### src/hdl/roet_pkg.sv
// Shared constants, status codes and types of the open entry table.
package roet_pkg;

   // Table geometry and on-disk layout
   localparam int TABLE_SLOTS       = 64;
   localparam int ENTRIES_PER_BLOCK = 64;
   localparam int ENTRY_BYTES       = 64;

   localparam int SLOT_W = (TABLE_SLOTS > 1) ? $clog2(TABLE_SLOTS) : 1;
   localparam int CNT_W  = 8;
   localparam int NUM_W  = 16;
   localparam int BLK_W  = 16;
   localparam int OFF_W  = 12;

   // Operation codes
   localparam logic [1:0] OP_GET   = 2'd0;
   localparam logic [1:0] OP_PUT   = 2'd1;
   localparam logic [1:0] OP_CLEAR = 2'd2;

   // Result status codes
   localparam logic [2:0] ST_HIT       = 3'd0;
   localparam logic [2:0] ST_LOADED    = 3'd1;
   localparam logic [2:0] ST_FULL      = 3'd2;
   localparam logic [2:0] ST_RELEASED  = 3'd3;
   localparam logic [2:0] ST_WRITEBACK = 3'd4;
   localparam logic [2:0] ST_IGNORED   = 3'd5;
   localparam logic [2:0] ST_SATURATED = 3'd6;
   localparam logic [2:0] ST_CLEARED   = 3'd7;

   // Request to the address unit
   typedef struct packed {
      logic             start;
      logic [NUM_W-1:0] number;
   } loc_req_type;

   // Answer of the address unit
   typedef struct packed {
      logic             done;
      logic [BLK_W-1:0] disk_block;
      logic [OFF_W-1:0] byte_offset;
   } loc_rsp_type;

endpackage

### src/hdl/roet_locate.sv
// Address unit: finds the disk block and byte offset of an entry number.
module roet_locate (
   input  logic                            clock,
   input  logic                            reset,
   input  roet_pkg::loc_req_type           loc_req,
   input  logic [roet_pkg::BLK_W-1:0]      first_table_block,
   output roet_pkg::loc_rsp_type           loc_rsp
);
   import roet_pkg::*;

   logic              done_ff;
   logic [BLK_W-1:0]  blk_ff;
   logic [OFF_W-1:0]  off_ff;

   logic [NUM_W-1:0]  quo;
   logic [NUM_W-1:0]  rem;
   logic [31:0]       off_prod;

   // Split the entry number by the power-of-two block size
   assign quo      = loc_req.number / NUM_W'(ENTRIES_PER_BLOCK);
   assign rem      = loc_req.number % NUM_W'(ENTRIES_PER_BLOCK);
   assign off_prod = 32'(rem) * 32'(ENTRY_BYTES);

   // Flag the answer in the cycle after the request
   always_ff @(posedge clock) begin
      if (reset) begin
         done_ff <= 1'b0;
      end else begin
         done_ff <= loc_req.start;
      end
   end

   // Form block and offset, both wrapping at their widths
   always_ff @(posedge clock) begin
      if (loc_req.start) begin
         blk_ff <= BLK_W'(quo) + first_table_block;
         off_ff <= off_prod[OFF_W-1:0];
      end
   end

   assign loc_rsp.done        = done_ff;
   assign loc_rsp.disk_block  = blk_ff;
   assign loc_rsp.byte_offset = off_ff;

endmodule

### src/hdl/refcounted_open_entry_table_top.sv
// Top level of the reference-counted open entry table.
//
// Usage: an item on the req_ channel carries an operation (get by entry
// number, put by slot, clear all counts). Each item except the unused code
// three gives one item on the rsp_ channel with status, slot, count after,
// and for a load or write-back the disk block and byte offset.
// csr_ writes first_table_block; the user must keep such writes to times the
// block is idle, which the block itself does not enforce. csr_ready is always high.
// A get scans the table one slot a cycle through the table memory read port
// and finishes on a hit, or after the last slot with a full table or a load;
// a load also passes through the address unit. A put reads its slot at
// acceptance and finishes, or passes through the address unit for a
// write-back. A clear goes straight to the finish state.
// The block takes one item at a time; for an item that gives a result,
// req_ready is low from acceptance until the result sits in the output register.
// Reset clears every slot's valid bit at once, so no clearing pass is needed;
// first_table_block returns to 2.
// When the receiver stalls, the output register holds the result; the block
// may take one more item and holds its result until the output register is free.
module refcounted_open_entry_table_top (
   input  logic                          clock,
   input  logic                          reset,
   input  logic                          req_valid,
   output logic                          req_ready,
   input  logic [1:0]                    req_operation,
   input  logic [roet_pkg::NUM_W-1:0]    req_entry_number,
   input  logic [5:0]                    req_slot,
   output logic                          rsp_valid,
   input  logic                          rsp_ready,
   output logic [2:0]                    rsp_status,
   output logic [5:0]                    rsp_result_slot,
   output logic [roet_pkg::CNT_W-1:0]    rsp_ref_count_after,
   output logic [roet_pkg::BLK_W-1:0]    rsp_disk_block,
   output logic [roet_pkg::OFF_W-1:0]    rsp_byte_offset,
   input  logic                          csr_valid,
   output logic                          csr_ready,
   input  logic [roet_pkg::BLK_W-1:0]    csr_first_table_block
);
   import roet_pkg::*;

   localparam int MEM_W = NUM_W + CNT_W;

   localparam logic [2:0] S_IDLE  = 3'd0;
   localparam logic [2:0] S_SCAN  = 3'd1;
   localparam logic [2:0] S_PUTRD = 3'd2;
   localparam logic [2:0] S_LOC   = 3'd3;
   localparam logic [2:0] S_FIN   = 3'd4;

   logic [2:0]         state_ff;
   logic [BLK_W-1:0]   first_blk_ff;
   logic [TABLE_SLOTS-1:0] valid_ff;
   logic [MEM_W-1:0]   mem_ff [TABLE_SLOTS];
   logic [MEM_W-1:0]   rd_data_ff;
   logic               vbit_ff;

   logic [SLOT_W:0]    scan_ff;
   logic               pend_ff;
   logic [SLOT_W-1:0]  chk_idx_ff;
   logic               free_found_ff;
   logic [SLOT_W-1:0]  free_idx_ff;
   logic [NUM_W-1:0]   num_ff;
   logic [SLOT_W-1:0]  slot_idx_ff;

   logic [2:0]         res_status_ff;
   logic [SLOT_W-1:0]  res_slot_ff;
   logic [CNT_W-1:0]   res_cnt_ff;
   logic [BLK_W-1:0]   res_blk_ff;
   logic [OFF_W-1:0]   res_off_ff;

   logic               rsp_valid_ff;
   logic [2:0]         rsp_status_ff;
   logic [5:0]         rsp_slot_ff;
   logic [CNT_W-1:0]   rsp_cnt_ff;
   logic [BLK_W-1:0]   rsp_blk_ff;
   logic [OFF_W-1:0]   rsp_off_ff;

   logic               req_acc;
   logic               issue;
   logic [SLOT_W-1:0]  rd_addr;
   logic [SLOT_W-1:0]  put_idx;
   logic               put_in_range;
   logic [CNT_W-1:0]   rd_cnt;
   logic [NUM_W-1:0]   rd_id;
   logic               rd_live;
   logic               hit;
   logic               is_free;
   logic               last;
   logic               free_any;
   logic [SLOT_W-1:0]  free_sel;
   logic               wr_en;
   logic [SLOT_W-1:0]  wr_addr;
   logic [MEM_W-1:0]   wr_data;
   logic               out_free;
   loc_req_type        loc_req;
   loc_rsp_type        loc_rsp;

   assign req_ready    = (state_ff == S_IDLE);
   assign req_acc      = req_valid && req_ready;
   assign csr_ready    = 1'b1;
   assign out_free     = !rsp_valid_ff || rsp_ready;

   assign put_idx      = SLOT_W'(req_slot);
   assign put_in_range = 32'(req_slot) < TABLE_SLOTS;
   assign issue        = (state_ff == S_SCAN) && (scan_ff != (SLOT_W + 1)'(TABLE_SLOTS));
   assign rd_addr      = (state_ff == S_IDLE) ? put_idx :
                         (issue ? scan_ff[SLOT_W-1:0] : '0);

   // Decode the slot read back from the table
   assign rd_cnt   = rd_data_ff[CNT_W-1:0];
   assign rd_id    = rd_data_ff[MEM_W-1:CNT_W];
   assign rd_live  = vbit_ff && (rd_cnt != '0);
   assign hit      = pend_ff && rd_live && (rd_id == num_ff);
   assign is_free  = pend_ff && !rd_live;
   assign last     = pend_ff && (chk_idx_ff == SLOT_W'(TABLE_SLOTS - 1));
   assign free_any = free_found_ff || is_free;
   assign free_sel = free_found_ff ? free_idx_ff : chk_idx_ff;

   // Pick the table write and the address unit request
   always_comb begin
      wr_en          = 1'b0;
      wr_addr        = chk_idx_ff;
      wr_data        = rd_data_ff;
      loc_req.start  = 1'b0;
      loc_req.number = num_ff;
      case (state_ff)
         S_SCAN: begin
            if (hit) begin
               if (rd_cnt != '1) begin
                  wr_en   = 1'b1;
                  wr_data = {rd_id, CNT_W'(rd_cnt + 1'b1)};
               end
            end else if (last && free_any) begin
               wr_en         = 1'b1;
               wr_addr       = free_sel;
               wr_data       = {num_ff, CNT_W'(1)};
               loc_req.start = 1'b1;
            end
         end
         S_PUTRD: begin
            if (rd_live) begin
               wr_en   = 1'b1;
               wr_addr = slot_idx_ff;
               wr_data = {rd_id, CNT_W'(rd_cnt - 1'b1)};
               if (rd_cnt == CNT_W'(1)) begin
                  loc_req.start  = 1'b1;
                  loc_req.number = rd_id;
               end
            end
         end
         default: begin
            wr_en = 1'b0;
         end
      endcase
   end

   // Table memory: one write port, one registered read port
   always_ff @(posedge clock) begin
      if (wr_en) begin
         mem_ff[wr_addr] <= wr_data;
      end
      rd_data_ff <= mem_ff[rd_addr];
      vbit_ff    <= valid_ff[rd_addr];
   end

   // Hold valid bits and the configuration register
   always_ff @(posedge clock) begin
      if (reset) begin
         valid_ff     <= '0;
         first_blk_ff <= BLK_W'(2);
      end else begin
         if (csr_valid && csr_ready) begin
            first_blk_ff <= csr_first_table_block;
         end
         if (req_acc && (req_operation == OP_CLEAR)) begin
            valid_ff <= '0;
         end else if (wr_en) begin
            valid_ff[wr_addr] <= 1'b1;
         end
      end
   end

   // Sequence one item through scan, put, address unit and finish
   always_ff @(posedge clock) begin
      if (reset) begin
         state_ff      <= S_IDLE;
         pend_ff       <= 1'b0;
         free_found_ff <= 1'b0;
         scan_ff       <= '0;
      end else begin
         case (state_ff)
            S_IDLE: begin
               if (req_acc) begin
                  num_ff        <= req_entry_number;
                  slot_idx_ff   <= put_idx;
                  scan_ff       <= '0;
                  pend_ff       <= 1'b0;
                  free_found_ff <= 1'b0;
                  res_cnt_ff    <= '0;
                  res_blk_ff    <= '0;
                  res_off_ff    <= '0;
                  case (req_operation)
                     OP_GET: begin
                        res_slot_ff <= '0;
                        state_ff    <= S_SCAN;
                     end
                     OP_PUT: begin
                        res_slot_ff <= put_idx;
                        if (put_in_range) begin
                           state_ff <= S_PUTRD;
                        end else begin
                           res_status_ff <= ST_IGNORED;
                           state_ff      <= S_FIN;
                        end
                     end
                     OP_CLEAR: begin
                        res_slot_ff   <= '0;
                        res_status_ff <= ST_CLEARED;
                        state_ff      <= S_FIN;
                     end
                     default: begin
                        state_ff <= S_IDLE;
                     end
                  endcase
               end
            end
            S_SCAN: begin
               pend_ff <= issue;
               if (issue) begin
                  chk_idx_ff <= scan_ff[SLOT_W-1:0];
                  scan_ff    <= scan_ff + 1'b1;
               end
               if (hit) begin
                  res_slot_ff <= chk_idx_ff;
                  if (rd_cnt == '1) begin
                     res_status_ff <= ST_SATURATED;
                     res_cnt_ff    <= rd_cnt;
                  end else begin
                     res_status_ff <= ST_HIT;
                     res_cnt_ff    <= CNT_W'(rd_cnt + 1'b1);
                  end
                  state_ff <= S_FIN;
               end else if (last) begin
                  if (free_any) begin
                     res_status_ff <= ST_LOADED;
                     res_slot_ff   <= free_sel;
                     res_cnt_ff    <= CNT_W'(1);
                     state_ff      <= S_LOC;
                  end else begin
                     res_status_ff <= ST_FULL;
                     state_ff      <= S_FIN;
                  end
               end else if (is_free && !free_found_ff) begin
                  free_found_ff <= 1'b1;
                  free_idx_ff   <= chk_idx_ff;
               end
            end
            S_PUTRD: begin
               res_slot_ff <= slot_idx_ff;
               if (!rd_live) begin
                  res_status_ff <= ST_IGNORED;
                  state_ff      <= S_FIN;
               end else if (rd_cnt == CNT_W'(1)) begin
                  res_status_ff <= ST_WRITEBACK;
                  state_ff      <= S_LOC;
               end else begin
                  res_status_ff <= ST_RELEASED;
                  res_cnt_ff    <= CNT_W'(rd_cnt - 1'b1);
                  state_ff      <= S_FIN;
               end
            end
            S_LOC: begin
               if (loc_rsp.done) begin
                  res_blk_ff <= loc_rsp.disk_block;
                  res_off_ff <= loc_rsp.byte_offset;
                  state_ff   <= S_FIN;
               end
            end
            S_FIN: begin
               if (out_free) begin
                  state_ff <= S_IDLE;
               end
            end
            default: begin
               state_ff <= S_IDLE;
            end
         endcase
      end
   end

   // Load the output register when it is free
   always_ff @(posedge clock) begin
      if (reset) begin
         rsp_valid_ff <= 1'b0;
      end else if ((state_ff == S_FIN) && out_free) begin
         rsp_valid_ff  <= 1'b1;
         rsp_status_ff <= res_status_ff;
         rsp_slot_ff   <= 6'(res_slot_ff);
         rsp_cnt_ff    <= res_cnt_ff;
         rsp_blk_ff    <= res_blk_ff;
         rsp_off_ff    <= res_off_ff;
      end else if (rsp_ready) begin
         rsp_valid_ff <= 1'b0;
      end
   end

   roet_locate u_locate (
      .clock             (clock),
      .reset             (reset),
      .loc_req           (loc_req),
      .first_table_block (first_blk_ff),
      .loc_rsp           (loc_rsp)
   );

   assign rsp_valid           = rsp_valid_ff;
   assign rsp_status          = rsp_status_ff;
   assign rsp_result_slot     = rsp_slot_ff;
   assign rsp_ref_count_after = rsp_cnt_ff;
   assign rsp_disk_block      = rsp_blk_ff;
   assign rsp_byte_offset     = rsp_off_ff;

endmodule

### config.mk
export PLATFORM = sky130hd
export DESIGN_NAME = refcounted_open_entry_table_top
export DESIGN_NICKNAME = d
export VERILOG_FILES = /design/src/hdl/roet_pkg.sv /design/src/hdl/roet_locate.sv /design/src/hdl/refcounted_open_entry_table_top.sv
export SDC_FILE = /design/constraint.sdc
export NUM_CORES = 2
export LEC_CHECK = 0
export BUFFER_PORTS_ARGS = -buffer_cell sky130_fd_sc_hd__buf_2
export CAP_MARGIN = 20
export CORE_ASPECT_RATIO = 1.4
export CORE_MARGIN = 4
export CORE_UTILIZATION = 60
export CTS_CLUSTER_DIAMETER = 200
export CTS_CLUSTER_SIZE = 30
export DETAILED_ROUTE_END_ITERATION = 6
export PLACE_DENSITY = 0.76
export SLEW_MARGIN = 20
export SYNTH_ARGS = -nofsm -noshare
export SYNTH_HDL_FRONTEND = slang
export SYNTH_SLANG_ARGS = --single-unit
### constraint.sdc
create_clock -name clock -period 7.5 [get_ports clock]
set_input_delay 1.5 -clock clock [delete_from_list [all_inputs] [get_ports clock]]
set_output_delay 1.5 -clock clock [all_outputs]
set_load 0.05 [all_outputs]
==> results.cfg <==
[sta]
worst_slack_ns = 1.58
fmax_ghz = 0.169
tightest_slew_ns = 1.26
final_hold_viol_count = 0
finalSetupViolCount = 0
rsz0062_at_grt = no
relSlewSlack_pct = 15.3
timing.final.crit_period_ns = 5.92
slew_violations = 0
clock_skew_ns = 0.0411
fin_setup_tns_ns = 0
finalCritPeriodShare_pct = 78.9

[power]
leakagePower_nw = 24.3
p_per_area_nw_per_um2 = 281
vdd_ir_drop_max_mv = 0.296
finalPower_mw = 21.3

[cells_and_area]
synthToLayoutAreaGrowth_pct = 7.04
layout_common_cells = 1670 x edfxtp_1, 295 x nand2_1, 290 x a21oi_1
final_nets = 4524
design_area_um2 = 75800
final_common_cell = edfxtp_1
layout-drive-gt1-share_pct = 14.2
postLayoutCoreUtil_pct = 64.9

[placed_design]
place_area_um2 = 73700
io_buffers = 85
dpl_worst_slack_ns = 1.99
gp_congestion = 0.917
dp_hpwl_um = 109000

[clock_network]
cts_root_buffer = clkbuf_16
max-clock-path-buffers = 3
cts.clk_slew.worst_paths_ns = 0.12
clk_latency_ns = 0.72
ctsResizeCount = 0
cts.htree.levels = 3
cts_made_buffers = 69
clock_sinks = 1789
postCtsSetupBuffers = 0
cts_hold_buf = 0
cts_tree = yes

[worst_setup_path]
cp_max_fo = 94
reg2reg_depth = 9
critPathArrivalTime_ns = 6.44
worstSetupEndpointType = flip-flop
start_kind = flip-flop
worstPathRequired_ns = 8.02
path_class = reg -> reg

[logic_synthesis]
synth_ff_type = edfxtp_1
ys_warn_count = 0
avgSynthCellArea_um2 = 15.9
synthArstFlopShare_pct = 0
syn_inst = 4440
synth_edf_count = 1670
synthDistinctLibCells = 78
ys_seq_area_share_pct = 74.2
netlist_area_um2 = 70800
synth-seq-cells = 1789

[global_routing]
grt_use_met1_pct = 39.0
gr-max-usage-layer = met2
overflow = 0
grt_pass1_vias = 40100
track_usage_pct = 29.8
grt_pass1_wl_um = 271000
antenna_found_initial = 8
met2_usage_pct = 47.6
grt_start_max_net_pins = 138
use_met3_pct = 5.14

[detailed_routing]
viasPerCell = 6.96
ant_nets = 0
drc = 0
drtIter0Drc = 6071
routed_wl_um = 187000
vias = 41800
wl_per_cell_um = 31.1
firstDrtPassIters = 6

[die]
rows = 148
io_pins = 93
die_y_um = 414
die_width_um = 298
core_area_um2 = 117000
dieArea_um2 = 124000
initial_core_util_pct = 60.7

[outcome]
status = completed

[worst_hold_path]
hold_depth = 0
hold_class = reg -> reg

[run]
drv_cap = 0
worst paths after layout:
| path | from | end | slack, ns |
|---|---|---|---|
| setup / recovery | state_ff[0] | rd_data_ff[16] | 1.58 |
| hold / removal | res_blk_ff[14] | rsp_disk_block[14] | 0.43 |
| setup reg to reg | state_ff[0] | rd_data_ff[16] | 1.58 |
| hold reg to reg | res_blk_ff[14] | rsp_disk_block[14] | 0.43 |
where the power goes:
part / total (mW) / switching (mW) / internal [mW] / leakage, nW
Combinational: 4.09 / 3.15 / 0.935 / 7.22
Clock: 4.69 / 2.85 / 1.84 / 0.963
Sequential: 12.5 / 0.169 / 12.3 / 16.1
Total: 21.3 / 6.17 / 15.1 / 24.3
cells in the mapped netlist (all sizes together), types with 93 or more instances:
master	number	area share (%)
nor2	137	0.73
mux2i	183	2.6
nand3	132	0.93
mux4	150	4.8
buf	93	0.73
dfxtp	119	3.4
o21ai	218	1.5
edfxtp	1670	71
and3	126	1.1
a211oi	227	2.4
nand2	316	1.7
clkbuf	214	1.1
a21oi	293	2.1
flip-flops by register name (all words and copies together), names as in the netlist, 16 cells and up:
register and flops:
first_blk_ff 16, res_blk_ff 16, valid_ff 64, rsp_disk_block 16, rd_data_ff 24, u_locate.blk_ff 16, num_ff 16, mem_ff 1536
layer usage:
| metal | wire [µm] | vias up | part of all wire [%] |
|---|---|---|---|
| li1 | - | 17600 | - |
| met1 | 64400 | 21100 | 35 |
| met2 | 89000 | 2684 | 48 |
| met3 | 19600 | 451 | 10 |
| met4 | 13500 | 2 | 7.2 |
| met5 | 13 | - | 0.0070 |
critical path, stage by stage (launching register included):
cell      delay, ns
dfxtp_1        0.72
nor3b_4        0.77
o211ai_4       0.12
buf_4          0.35
nand2_8        0.65
buf_4          0.47
mux4_2         0.55
a22o_1         0.36
a211oi_1       0.97
nand4_1        0.34
layout make-up:
class	instances	area [µm²]
Clock inverter	4	57.6
Sequential cell	1789	52500
Tap cell	1500	1880
Multi-Input combinational cell	2336	17500
Fill cell	7838	40900
Timing Repair Buffer	254	1780
Clock buffer	105	1950
Inverter	13	48.8
Antenna cell	3	7.51
through the flow:
stage	instances	hold WS [ns]
2_1_floorplan	4445	0.400
3_3_place_gp	5888	0.401
3_5_place_dp	5892	0.405
4_1_cts	6001	0.430
5_1_grt	6001	0.435
6_report	6004	0.427
logic make-up after synthesis:
| kind of cell | Yosys count | share of synthesized area [%] |
|---|---|---|
| AO/OA/AOI/OAI | 1026 | 9.32 |
| XOR/XNOR | 38 | 0.470 |
| adder cells (fa/ha/maj) | 16 | 0.293 |
| buffers and inverters | 320 | 1.93 |
| flip-flops | 1789 | 74.2 |
| multiplexers | 336 | 7.41 |
| other | 2 | 0.0106 |
| AND/OR/NAND/NOR | 913 | 6.35 |
No activity file was read; power rests on OpenSTA's default activity.
